--- config.mk ---
export PLATFORM = sky130hd
export DESIGN_NAME = multi_channel_watchdog_core
export DESIGN_NICKNAME = d
export VERILOG_FILES = /design/src/mcw_pkg.sv /design/src/mcw_ram.sv /design/src/multi_channel_watchdog_core.sv
export SDC_FILE = /design/constraint.sdc
export NUM_CORES = 1
export LEC_CHECK = 0
export BUFFER_PORTS_ARGS = -buffer_cell sky130_fd_sc_hd__buf_2
export CAP_MARGIN = 10
export CORE_MARGIN = 5
export CORE_UTILIZATION = 31
export CTS_CLUSTER_SIZE = 28
export DETAILED_ROUTE_END_ITERATION = 7
export GPL_TIMING_DRIVEN = 0
export HOLD_SLACK_MARGIN = 0.1
export RECOVER_POWER = 100
export SLEW_MARGIN = 20
export SYNTH_ARGS = -nofsm -noshare
export SYNTH_HDL_FRONTEND = slang
export SYNTH_HIERARCHICAL = 1
export SYNTH_SLANG_ARGS = --single-unit
--- constraint.sdc ---
create_clock -name clk -period 5.47 [get_ports clk]
set_input_delay 0.8205 -clock clk [delete_from_list [all_inputs] [get_ports clk]]
set_output_delay 0.8205 -clock clk [all_outputs]
set_load 0.01 [all_outputs]
--- src/mcw_pkg.sv ---
// ============================================================================
// mcw_pkg
// Shared types and constants for the multi-channel watchdog core.
// ============================================================================
package mcw_pkg;

    // Number of watchdog channels held in the table
    localparam int CHANNELS = 32;
    localparam int CH_W     = (CHANNELS > 1) ? $clog2(CHANNELS) : 1;
    localparam int VAL_W    = 16;
    localparam int WORD_W   = 2 * VAL_W;

    localparam logic [CH_W-1:0] LAST_CH = CH_W'(CHANNELS - 1);

    typedef enum logic [1:0] {
        CMD_CHECK = 2'd0,
        CMD_START = 2'd1,
        CMD_STOP  = 2'd2,
        CMD_FEED  = 2'd3
    } mcw_cmd_code_t;

    typedef enum logic [1:0] {
        ST_IDLE,
        ST_SCAN,
        ST_FEED
    } mcw_state_t;

    typedef struct packed {
        mcw_cmd_code_t      command;
        logic [4:0]         channel;
        logic [VAL_W-1:0]   reload_value;
    } mcw_cmd_t;

    typedef struct packed {
        logic               check_ran;
        logic               all_fed;
        logic               timed_out;
        logic [4:0]         expired_channel;
    } mcw_result_t;

endpackage

--- src/mcw_ram.sv ---
// ============================================================================
// mcw_ram
// Generic single-write, single-read RAM with registered read data.
// ============================================================================
module mcw_ram #(
    parameter int WIDTH = 32,
    parameter int DEPTH = 32
) (
    input  logic                                    clk,
    input  logic                                    we,
    input  logic [((DEPTH > 1) ? $clog2(DEPTH) : 1)-1:0] waddr,
    input  logic [WIDTH-1:0]                        wdata,
    input  logic [((DEPTH > 1) ? $clog2(DEPTH) : 1)-1:0] raddr,
    output logic [WIDTH-1:0]                        rdata
);

    logic [WIDTH-1:0] mem_reg [DEPTH];
    logic [WIDTH-1:0] rdata_reg;

    always_ff @(posedge clk)
    begin
        if (we)
        begin
            mem_reg[waddr] <= wdata;
        end
        rdata_reg <= mem_reg[raddr];
    end

    assign rdata = rdata_reg;

endmodule

--- src/multi_channel_watchdog_core.sv ---
// ============================================================================
// multi_channel_watchdog_core
// Software watchdog over a table of channels, each with a reload and a count.
// ============================================================================
// Usage:
//   Command channel: present an item on request and raise start; the item is
//   taken at a rising edge where start is high and busy is low.
//   Result channel: every item returns exactly one result on result, marked
//   by done for a single cycle. The receiver cannot stall; it must take the
//   result in that cycle.
//   Configuration: cfg_we writes cfg_wdata into the enable bit at any edge;
//   write it only while the core is idle.
// Completion:
//   start, stop, disabled check, out-of-range feed: result in the next cycle,
//   busy stays low. feed: the entry is read, then written in ST_FEED, then the
//   result is registered. enabled check: the scan walks one channel per
//   cycle through the table RAM's single read port and stops at the first
//   expired or last channel (CHANNELS = 32 here); busy is high during the scan.
// Reset:
//   Enable clears; per-entry valid bits clear so every channel reads as
//   reload zero, count zero. No clearing pass, the core is ready at once.
// ============================================================================
module multi_channel_watchdog_core (
    input  logic                clk,
    input  logic                rst_n,
    input  logic                start,
    output logic                busy,
    input  mcw_pkg::mcw_cmd_t   request,
    output logic                done,
    output mcw_pkg::mcw_result_t result,
    input  logic                cfg_we,
    input  logic                cfg_wdata
);
    import mcw_pkg::*;

    mcw_state_t         state_reg, state_next;
    logic [CH_W-1:0]    idx_reg, idx_next;
    logic [CHANNELS-1:0] valid_reg, valid_next;
    logic               enable_reg;
    logic               done_reg, done_next;
    mcw_result_t        result_reg, result_next;

    logic               accept;
    logic               in_range;
    logic [CH_W-1:0]    req_idx;
    logic               mem_we;
    logic [CH_W-1:0]    mem_waddr;
    logic [WORD_W-1:0]  mem_wdata;
    logic [WORD_W-1:0]  mem_rdata;
    logic [VAL_W-1:0]   entry_reload;
    logic [VAL_W-1:0]   entry_count;

    assign accept   = start && !busy;
    assign busy     = (state_reg != ST_IDLE);
    assign in_range = (32'(request.channel) < CHANNELS);
    assign req_idx  = CH_W'(request.channel);

    // Read data always belongs to idx_reg; an entry never written reads as zero
    assign entry_reload = valid_reg[idx_reg] ? mem_rdata[WORD_W-1:VAL_W] : '0;
    assign entry_count  = valid_reg[idx_reg] ? mem_rdata[VAL_W-1:0] : '0;

    mcw_ram #(
        .WIDTH (WORD_W),
        .DEPTH (CHANNELS)
    ) u_table (
        .clk   (clk),
        .we    (mem_we),
        .waddr (mem_waddr),
        .wdata (mem_wdata),
        .raddr (idx_next),
        .rdata (mem_rdata)
    );

    always_ff @(posedge clk or negedge rst_n)
    begin
        if (!rst_n)
        begin
            state_reg  <= ST_IDLE;
            idx_reg    <= '0;
            valid_reg  <= '0;
            enable_reg <= 1'b0;
            done_reg   <= 1'b0;
        end
        else
        begin
            state_reg <= state_next;
            idx_reg   <= idx_next;
            valid_reg <= valid_next;
            done_reg  <= done_next;
            if (cfg_we)
            begin
                enable_reg <= cfg_wdata;
            end
        end
    end

    always_ff @(posedge clk)
    begin
        result_reg <= result_next;
    end

    always_comb
    begin
        state_next  = state_reg;
        idx_next    = idx_reg;
        valid_next  = valid_reg;
        done_next   = 1'b0;
        result_next = '0;
        mem_we      = 1'b0;
        mem_waddr   = idx_reg;
        mem_wdata   = '0;

        unique case (state_reg)
            ST_IDLE:
            begin
                if (accept)
                begin
                    unique case (request.command)
                        CMD_CHECK:
                        begin
                            if (enable_reg)
                            begin
                                idx_next   = '0;
                                state_next = ST_SCAN;
                            end
                            else
                            begin
                                done_next = 1'b1;
                            end
                        end
                        CMD_START:
                        begin
                            done_next = 1'b1;
                            if (in_range)
                            begin
                                mem_we    = 1'b1;
                                mem_waddr = req_idx;
                                mem_wdata = {request.reload_value, request.reload_value};
                            end
                        end
                        CMD_STOP:
                        begin
                            done_next = 1'b1;
                            if (in_range)
                            begin
                                mem_we    = 1'b1;
                                mem_waddr = req_idx;
                                mem_wdata = '0;
                            end
                        end
                        CMD_FEED:
                        begin
                            if (in_range)
                            begin
                                idx_next   = req_idx;
                                state_next = ST_FEED;
                            end
                            else
                            begin
                                done_next = 1'b1;
                            end
                        end
                        default:
                        begin
                            done_next = 1'b1;
                        end
                    endcase
                end
            end
            ST_SCAN:
            begin
                if (entry_reload != '0 && entry_count == '0)
                begin
                    // expired: stop here, leave this and later counts alone
                    done_next                   = 1'b1;
                    result_next.check_ran       = 1'b1;
                    result_next.timed_out       = 1'b1;
                    result_next.expired_channel = 5'(idx_reg);
                    state_next                  = ST_IDLE;
                end
                else
                begin
                    if (entry_reload != '0)
                    begin
                        mem_we    = 1'b1;
                        mem_waddr = idx_reg;
                        mem_wdata = {entry_reload, entry_count - 1'b1};
                    end
                    if (idx_reg == LAST_CH)
                    begin
                        done_next             = 1'b1;
                        result_next.check_ran = 1'b1;
                        result_next.all_fed   = 1'b1;
                        state_next            = ST_IDLE;
                    end
                    else
                    begin
                        // read the next channel while writing back this one
                        idx_next = idx_reg + 1'b1;
                    end
                end
            end
            ST_FEED:
            begin
                mem_we     = 1'b1;
                mem_waddr  = idx_reg;
                mem_wdata  = {entry_reload, entry_reload};
                done_next  = 1'b1;
                state_next = ST_IDLE;
            end
            default:
            begin
                state_next = ST_IDLE;
            end
        endcase

        if (mem_we)
        begin
            valid_next[mem_waddr] = 1'b1;
        end
    end

    assign done   = done_reg;
    assign result = result_reg;

`ifndef ASSERT_OFF
    a_done_when_idle: assert property (@(posedge clk) disable iff (!rst_n)
        done_reg |-> (state_reg == ST_IDLE))
        else $error("result strobe outside idle state");

    a_scan_index: assert property (@(posedge clk) disable iff (!rst_n)
        (state_reg == ST_SCAN) |-> (idx_reg <= LAST_CH))
        else $error("scan index beyond last channel");

    a_disabled_check: assert property (@(posedge clk) disable iff (!rst_n)
        (accept && request.command == CMD_CHECK && !enable_reg)
        |=> (done_reg && !result_reg.check_ran))
        else $error("disabled check did not return an idle result");

    a_outcome: assert property (@(posedge clk) disable iff (!rst_n)
        done_reg |-> (result_reg.check_ran == (result_reg.all_fed ^ result_reg.timed_out))
                     && !(result_reg.all_fed && result_reg.timed_out))
        else $error("inconsistent check outcome");

    a_start_stop: assert property (@(posedge clk) disable iff (!rst_n)
        (accept && (request.command == CMD_START || request.command == CMD_STOP))
        |=> (done_reg && state_reg == ST_IDLE))
        else $error("start or stop did not complete in one cycle");
`endif

endmodule

### Word level (Yosys, flattened, before mapping)

Memory sizes are Yosys's and may differ from the RTL's. A register that Yosys moved wholly into a read port is not among the register bits.
Cells that the tools add are included.

| storage, ports and cells | value |
|---|---|
| register bits | 49 |
| bits in writable memories | 1,024 |
| input bits | 28 |
| output and inout port bits | 10 |
| word-level logic and storage cells | 82 |
| memories | 1 |

| operators by class | value |
|---|---|
| add/sub/neg operators | 2 |
| $lt $le $gt $ge | 3 |
| equality and inequality tests | 10 |
| multiplexer cells | 42 |
| bitwise logic cells | 2 |
| reduce and logical (&&, ||, !) cells | 13 |

Memory list:

| memory | words | bits a word | rd ports | clocked after Yosys merged registers in | write ports | RTL line | text |
|---|---|---|---|---|---|---|---|
| u_table.mem_reg | 32 | 32 | 1 | 1 | 1 | mcw_ram.sv:17 | `logic [WIDTH-1:0] mem_reg [DEPTH];` |

Operator list:

| kind | number |
|---|---|
| $mux 32 | 4 |
| $pmux 32 s3 | 1 |
| $mux 5 | 7 |
| $mux 16 | 2 |
| $or 32x32->32 | 1 |
| $pmux 5 s2 | 2 |
| $logic_not 16->1 | 1 |
| $reduce_bool 16->1 | 1 |
| $sub 16x1->16 const B | 1 |
| $mux 1 | 13 |
| $lt 5x6->1 const B | 2 |
| $mux 2 | 5 |
| $pmux 1 s3 | 3 |
| $pmux 2 s2 | 2 |
| $eq 2x2->1 const B | 3 |
| $mux 6 | 1 |
| $ne 3x3->1 const B | 2 |
| $add 5x1->5 const B | 1 |
| $bmux 1 s5 | 1 |
| $demux 1 s5 | 1 |
| $eq 5x5->1 const B | 1 |
| $ge 5x1->1 const B | 1 |
| $eq 2x1->1 const B | 2 |
| $logic_not 2->1 | 2 |
| 9 further kinds | 12 |

### Longest topological paths before layout

Gate-level depths: netlist of run 1.

| logic depth | value |
|---|---|
| depth in word-level cells | 10 |
| gate-level depth with buffers | 21 |
| mapped depth without buffers | 16 |

### Cells and area by module

The synthesis of run 1 kept the hierarchy.

By module, submodules not included:

| module | times used | cells an instance | area an instance (sq um) | sequential area each (sq um) |
|---|---|---|---|---|
| mcw_ram | 1 | 2,260 | 40,492.6 | 31,390.1 |
| multi_channel_watchdog_core | 1 | 348 | 3,275.6 | 1,186.1 |

### Worst setup path before layout of run 1

OpenSTA, ideal clock, no wires.

| timing | value |
|---|---|
| path kind | register to register |
| from | register idx_reg[1] |
| to | memory u_table.mem_reg[12][0], enable pin |
| library setup time | 421 ps |
| arrival | 4,557 ps |
| required time | 5,049 ps |
| setup slack | 492 ps |
| cell stages (with the launch flop) | 16 |
| buffers on the path | 4 |
| clock period less this slack | 4,978 ps |
| cell sequence | dfrtp_1 -> buf_2 -> mux2i_1 -> a22oi_1 -> nand3_1 -> nand4_1 -> clkbuf_1 -> nand2_1 -> ha_1 -> nor3b_4 -> a31oi_2 -> a211o_4 -> buf_6 -> or3b_2 -> clkbuf_1 -> nor2_1 |

| on the way | value |
|---|---|
| longest elaborated chain between the ends | 9 |
| elaborated cells on any way between the ends | 15 |
| classes of those cells | mux (12); reduce/logical (3) |

RTL lines:

| what | RTL line | text |
|---|---|---|
| start: declaration | multi_channel_watchdog_core.sv:37 | `logic [CH_W-1:0] idx_reg, idx_next;` |
| start signal: assignment | multi_channel_watchdog_core.sv:87 | `idx_reg <= idx_next;` |
| $bmux 1 s5 * | multi_channel_watchdog_core.sv:59, multi_channel_watchdog_core.sv:60 |  |
| $mux 1 (implied by the code) * | multi_channel_watchdog_core.sv:59, multi_channel_watchdog_core.sv:60 |  |
| $mux 16 (on tied branches) | multi_channel_watchdog_core.sv:59, multi_channel_watchdog_core.sv:60 |  |
| $reduce_bool 16->1 or $logic_not 16->1 (tied branches) | multi_channel_watchdog_core.sv:172, multi_channel_watchdog_core.sv:183 |  |
| $mux 1 or $logic_and 1x1->1 (tied branches) | multi_channel_watchdog_core.sv:183, multi_channel_watchdog_core.sv:172 |  |
| $mux 1 * | multi_channel_watchdog_core.sv:172 | `if (entry_reload != '0 && entry_count == '0)` |
| $pmux 1 s3 * | multi_channel_watchdog_core.sv:113 | `unique case (state_reg)` |
| named net mem_we | multi_channel_watchdog_core.sv:46 | `logic mem_we;` |
| $mux 1 * | mcw_ram.sv:22 | `if (we)` |
| $mux 1 (implied by the code) * | mcw_ram.sv:24 | `mem_reg[waddr] <= wdata;` |
| end: declaration | mcw_ram.sv:17 |  |

The timed path passes the listed nets; every way through them passes the cells marked *. The select of a mux whose other input is x is not followed.

### Worst setup path in the final report of run 1

| timing | value |
|---|---|
| from | register idx_reg[1] |
| to | memory u_table.mem_reg[14][10], enable pin |

The elaborated chain is that of the path after synthesis.

==> metrics.csv, run 1 <==
metric,value,unit
antenna_found_initial,2,
startpoint_type,flop,
fin_crit_sh,1.00,
htree_levels,3,
io_buffers,37,
async_flop_share,0.0371,
cp_slowest_stage_delay,480,ps
relSlewSlack,-0.524,
clk_path_buf_depth,3,
synthesis.nets,2641,
globalplace.congestion,0.985,
cts_tree,done,
setup_slack,-0.0306,ps
clk_pin_slew,60,ps
drv_slew,59,
hold_buffers,0,
nets,2906,
drt_iter0_drc,2198,
drt-met1-wl,46.5,mm
status,finished with violations,
cts_sinks,1105,
ys.flop_type,edfxtp_1,
multiInputGateArea,10700,µm²
synth.area.top_cells,"edfxtp_1 70%, mux2i_1 12%, dfrtp_1 2.3%, a22oi_1 1.9%, dfxtp_1 1.8%",
ant_nets,0,
dr.pass1.iters,6,
cpMaxStageDelayCell,nor2_1,
hpwl,73.8,mm
numCtsBuffers,109,
yosysWarnings,6,
grt_remaining_overflow,0,
synth_edf_count,1024,
syn-cell-area,43800,µm²
area_growth,17.4,%
p_leak,18.1,nW
violations,"max-capacitance violations, max-slew violations, negative setup slack",
core_area,140000,µm²
start_util,0.313,
clock_latency,680,ps
end_kind,flop,
syn_inst,2608,
setup_viol,1,
required,5810,ps
fmax,183,MHz
rows,137,
fin_crit,5470,ps
grt_first_pass_wirelength,162,mm
critical-path-top-delay-family,buffers and inverters,
powerDensity,586,nW/µm²
finalPower,30.1,mW
layout_commonest_cell,edfxtp_1,
largest_reg_flops,1024,
route.detailed.drc,0,
seq_area_frac_synth,0.744,
regArea,32600,µm²
vias,24577,
top_layer_used,met5,
worst-path-max-fanout,17,
yosysTopAreaCell,edfxtp_1,
hold_class,input port to flop,
finalHoldViolCount,0,
max_cap_violations,1,
drive_above_1_share,0.167,
grt_max_degree,42,
postSynthAreaPerCell,16.8,µm²
wl_met2,53.6,mm
fillers,13105,
wl_per_cell,23.1,µm
synth_cell_types,58,
fin_area,51400,µm²
cts-root-buf,clkbuf_16,
placed_area,47600,µm²
fin_skew,30.5,ps
crit_type,flop to flop,
die_x,386,µm
crit_path_frequent_cell,buf_4,
wl_met3,8.42,mm
tightest_slew,2290,ps
peakVddDrop,0.299,mV
dieHeight,386,µm
ys_seq_elements,1105,
die_area,149000,µm²
crit_arrival,5810,ps
grt_pass1_vias,24218,
crit_buf_inv,9,
io_pins,38,
grt_use_total,0.147,
yosys.area.top_type_share,0.703,
finalWirelength,112,mm
critical_path.cell_chain,buf_6 -> mux2i_1 -> a22oi_1 -> nand3_2 -> nand4_1 -> buf_4 -> clkbuf_2 -> nand2_1 -> ha_1 -> nor3b_4 -> buf_4 -> clkbuf_4 -> a31oi_2 -> a211o_1 -> buf_6 -> nand3b_1 -> clkbuf_1 -> nor2_1 -> buf_12 -> buf_4,
viasPerCell,5.08,
layout_common_cells,"1,024 x edfxtp_1, 531 x mux2i_1, 115 x nand3_1, 115 x nand2_1, 111 x clkbuf_16",
## worst paths after layout
kind	slack, ps	endpoint	depth (start not counted)	from
min in group asynchronous	830	valid_reg[28]	1	rst_n
max in group asynchronous	3180	idx_reg[1]	1	rst_n
hold / removal	400	enable_reg	2	cfg_wdata
setup reg to reg	-0.03	u_table/mem_reg[14][10]	20	idx_reg[1]
hold reg to reg	460	valid_reg[16]	1	valid_reg[16]
setup / recovery	-0.03	u_table/mem_reg[14][10]	20	idx_reg[1]
## per-stage QoR
stage / hold slack, ps / worst slack, ps / utilization / cells / setup TNS (ps)
after global placement: 446 / -2110 / 0.331 / 4521 / -2349300
after floorplan: 438 / 492 / - / 2608 / 0
final: 396 / -0.0306 / 0.367 / 4842 / -0.0306
after global routing: 388 / -7.04 / 0.367 / 4838 / -7.04
after CTS: 278 / 3.96 / 0.372 / 4838 / 0
after detailed placement: 454 / -1240 / 0.341 / 4569 / -227420
## power by group
part / internal, mW / leakage (nW) / total [mW] / switching (mW)
combinational: 3.80 / 6.09 / 11.2 / 7.41
sequential: 11.2 / 10.3 / 11.5 / 0.301
clock: 4.36 / 1.77 / 7.43 / 3.07
## layer usage
| layer | global-route usage | vias to the layer above |
|---|---|---|
| met2 | 0.244 | 886 |
| met1 | 0.194 | 12619 |
| met5 | 0 | - |
| met3 | 0.0289 | 193 |
| li1 | - | 10877 |
| met4 | 0.0452 | 2 |
## Yosys cell counts, drive strengths merged (3+ instances only)
cell / count
inv: 6
dfrtp: 41
xor2: 8
dfxtp: 40
nand4: 6
o211ai: 3
or2: 3
mux2: 4
a22o: 80
nor4: 7
a32oi: 16
mux2i: 531
nand2: 115
xnor2: 5
nand3b: 8
ha: 5
a21oi: 103
clkbuf: 59
nor2b: 7
buf: 94
a41oi: 3
a31oi: 34
a31o: 33
nor2: 55
nor3: 40
a22oi: 108
and3: 3
or3b: 3
o21ai: 10
nand3: 121
and2: 9
nand2b: 7
edfxtp: 1024
## kinds of logic after synthesis
kind of cell | after synthesis | synth area share
muxes | 535 | 0.122
DFF | 1105 | 0.744
adders and majority gates | 5 | 0.00143
buffers and inverters | 159 | 0.0208
and+or+nand+nor | 392 | 0.0430
AOI/OAI and AO/OA | 399 | 0.0654
xor gates and xnor gates | 13 | 0.00260
## timing repair
item	CTS	global route
gates cloned	0	0
pin swaps	28	0
setup buffers	69	1
resized for setup	64	65
setup endpoints to repair	990	271
## area by class of cell
type / instances / share of cell area
tap: 1876 / 0.0457
timing repair buffer: 155 / 0.0221
buffer: 152 / 0.0191
antenna: 4 / 0.000195
inverter: 6 / 0.000438
clock buffer: 129 / 0.0564
multi-input combinational: 1344 / 0.209
sequential: 1105 / 0.634
clock inverter: 71 / 0.0132
No activity file was read; power rests on OpenSTA's default activity.
==> run 2: changes to the inputs <==
==> constraint.sdc (replaced) <==
create_clock -name clk -period 5.3 [get_ports clk]
set_input_delay 0.795 -clock clk [delete_from_list [all_inputs] [get_ports clk]]
set_output_delay 0.795 -clock clk [all_outputs]
set_load 0.01 [all_outputs]
==> metrics.csv, run 2 (synthesis results as in run 1) <==
metric,value,unit,change
drive_above_1_share,0.168,,was 0.167
r2r-end,u_table/mem_reg[23][3],,was u_table/mem_reg[14][10]
nets,2907,,"was 2,906"
layout_common_cells,"1,024 x edfxtp_1, 529 x mux2i_1, 115 x nand2_1, 113 x nand3_1, 111 x clkbuf_16",,"was 1,024 x edfxtp_1, 531 x mux2i_1, 115 x nand3_1, 115 x nand2_1, 111 x clkbuf_16"
wl_per_cell,23.1,µm,about the same
holdPathEnd,enable_reg,,unchanged
post-route-util,0.368,,was 0.367
clk_path_buf_depth,3,,unchanged
met1_usage,0.194,,about the same
seq_power_share,0.379,,was 0.381
regToRegSetupSlack,70,ps,was -0.03 ps
critical_path.cell_chain,buf_8 -> mux2i_1 -> a22oi_1 -> nand3_2 -> nand4_1 -> buf_4 -> buf_2 -> nand2_1 -> ha_1 -> nor3b_4 -> buf_6 -> clkbuf_4 -> a31oi_2 -> a211o_4 -> buf_6 -> nand3_2 -> nor2_2 -> buf_16,,was buf_6 -> mux2i_1 -> a22oi_1 -> nand3_2 -> nand4_1 -> buf_4 -> clkbuf_2 -> nand2_1 -> ha_1 -> nor3b_4 -> buf_4 -> clkbuf_4 -> a31oi_2 -> a211o_1 -> buf_6 -> nand3b_1 -> clkbuf_1 -> nor2_1 -> buf_12 -> buf_4
route.detailed.drc,0,,unchanged
p_leak,18.1,nW,about the same
peakVddDrop,0.305,mV,was 0.299 mV
cellInternalPower,20.1,mW,was 19.3 mW
hpwl,73.8,mm,unchanged
end_kind,flop,,unchanged
drv_slew,59,,unchanged
dp_cells,4569,,unchanged
die_area,149000,µm²,unchanged
fin_area,51500,µm²,"was 51,400 µm²"
crit_type,flop to flop,,unchanged
start_util,0.313,,unchanged
rows,137,,unchanged
viasPerCell,5.06,,was 5.08
clk_pin_slew,60,ps,about the same
critical-path-top-delay-family,simple AND/OR/NAND/NOR gates,,was buffers and inverters
grt_pass1_vias,24239,,"was 24,218"
io_pins,38,,unchanged
timing.rr.start,idx_reg[1],,unchanged
pre_cts_ws,-1410,ps,was -1240 ps
hold_class,input port to flop,,unchanged
globalplace.congestion,0.985,,unchanged
fin_crit,5230,ps,was 5470 ps
status,finished with violations,,unchanged
fin_skew,30.6,ps,was 30.5 ps
clkPwrFrac,0.245,,was 0.247
min-delay-start,cfg_wdata,,unchanged
finalHoldViolCount,0,,unchanged
finalWirelength,112,mm,about the same
cpMaxStageDelayCell,nor2_2,,was nor2_1
power.net_switching,11.2,mW,was 10.8 mW
use_met2,0.244,,about the same
ant_nets,0,,unchanged
grt_util_met3,0.0291,,was 0.0289
cts_sinks,1105,,unchanged
cts_tree,done,,unchanged
area_growth,17.6,%,was 17.4%
crit_buf_inv,7,,was 9
io_buffers,37,,unchanged
relSlewSlack,-0.509,,was -0.524
fillers,13108,,"was 13,105"
violations,"max-capacitance violations, max-slew violations",,"was max-capacitance violations, max-slew violations, negative setup slack"
grt_first_pass_wirelength,163,mm,was 162 mm
htree_levels,3,,unchanged
fin_crit_sh,0.986,,was 1.00
setup_slack,72.1,ps,was -0.0306 ps
hold-worst-slack,367,ps,was 396 ps
fmax,191,MHz,was 183 MHz
clock_latency,680,ps,about the same
rsz0062_at_grt,false,,
setup_viol,0,,was 1
placed_area,47600,µm²,unchanged
dieHeight,386,µm,unchanged
dr.pass1.iters,6,,unchanged
layout_commonest_cell,edfxtp_1,,unchanged
finalPower,31.3,mW,was 30.1 mW
cts-root-buf,clkbuf_16,,unchanged
tns,0,ps,was -0.0306 ps
grt-busiest-layer,met2,,unchanged
max_cap_violations,2,,was 1
cp_slowest_stage_delay,840,ps,was 480 ps
required,5670,ps,was 5810 ps
reg2reg_depth,18,,was 20
core_area,140000,µm²,unchanged
swShare,0.358,,about the same
vias,24475,,"was 24,577"
grt_max_degree,42,,unchanged
worst-path-max-fanout,21,,was 17
power_frac_comb,0.376,,was 0.372
powerDensity,608,nW/µm²,was 586 nW/µm²
instances_no_fill,4840,,"was 4,842"
die_x,386,µm,unchanged
drt_iter0_drc,1932,,"was 2,198"
largest_reg_flops,1024,,unchanged
antenna_found_initial,1,,was 2
startpoint_type,flop,,unchanged
numCtsBuffers,109,,unchanged
crit_arrival,5600,ps,was 5810 ps
tightest_slew,2260,ps,was 2290 ps
worstHoldPathCells,2,,unchanged
grt_remaining_overflow,0,,unchanged
grt_use_total,0.147,,about the same
run 2: area by class of cell:
cell class / count / area [µm²] / area share
diodes: 1 / 2.50 / 0.0000486
plain buffers: 152 / 1030 / 0.0200
clock buffers: 129 / 2900 / 0.0563
clock inverters: 71 / 677 / 0.0132
inverters: 6 / 22.5 / 0.000438
multi-input cells: 1344 / 10800 / 0.210
flip-flops and latches: 1105 / 32600 / 0.633
well taps: 1876 / 2350 / 0.0456
repair buffers: 156 / 1100 / 0.0214
run 2: how the worst max path moves through the flow:
stage,from,end,slack (ps),depth (start not counted)
CTS,idx_reg[1],u_table/rdata[16],-10,22
floorplan,idx_reg[1],u_table/mem_reg[12][0],320,15
finish,idx_reg[1],u_table/mem_reg[23][3],70,18
global route,idx_reg[1],u_table/rdata[30],8,23
detailed placement,idx_reg[1],u_table/rdata[16],-1410,19
global placement,idx_reg[1],u_table/mem_reg[0][4],-2280,15
run 2: power groups by stage:
stage / sequential, mW / clock (mW) / combinational, mW
floorplan: 11.9 / 0 / 7.02
global placement: 12.1 / 0 / 10.8
detailed placement: 12.0 / 0 / 11.4
CTS: 11.8 / 7.83 / 11.9
global route: 11.9 / 8.17 / 12.4
finish: 11.8 / 7.67 / 11.7
run 2: routing by layer:
metal	wire [µm]	vias to the layer above
met5	0	-
met4	3240	0
met3	8220	185
met2	53700	891
met1	46800	12523
li1	-	10876
run 2: what timing repair did:
item / CTS / global route
setup buffers: 66 / 5
pin swaps: 26 / 5
gates resized for setup: 101 / 70
setup endpoints to repair: 1052 / 145
hold buffers: 0 / 0
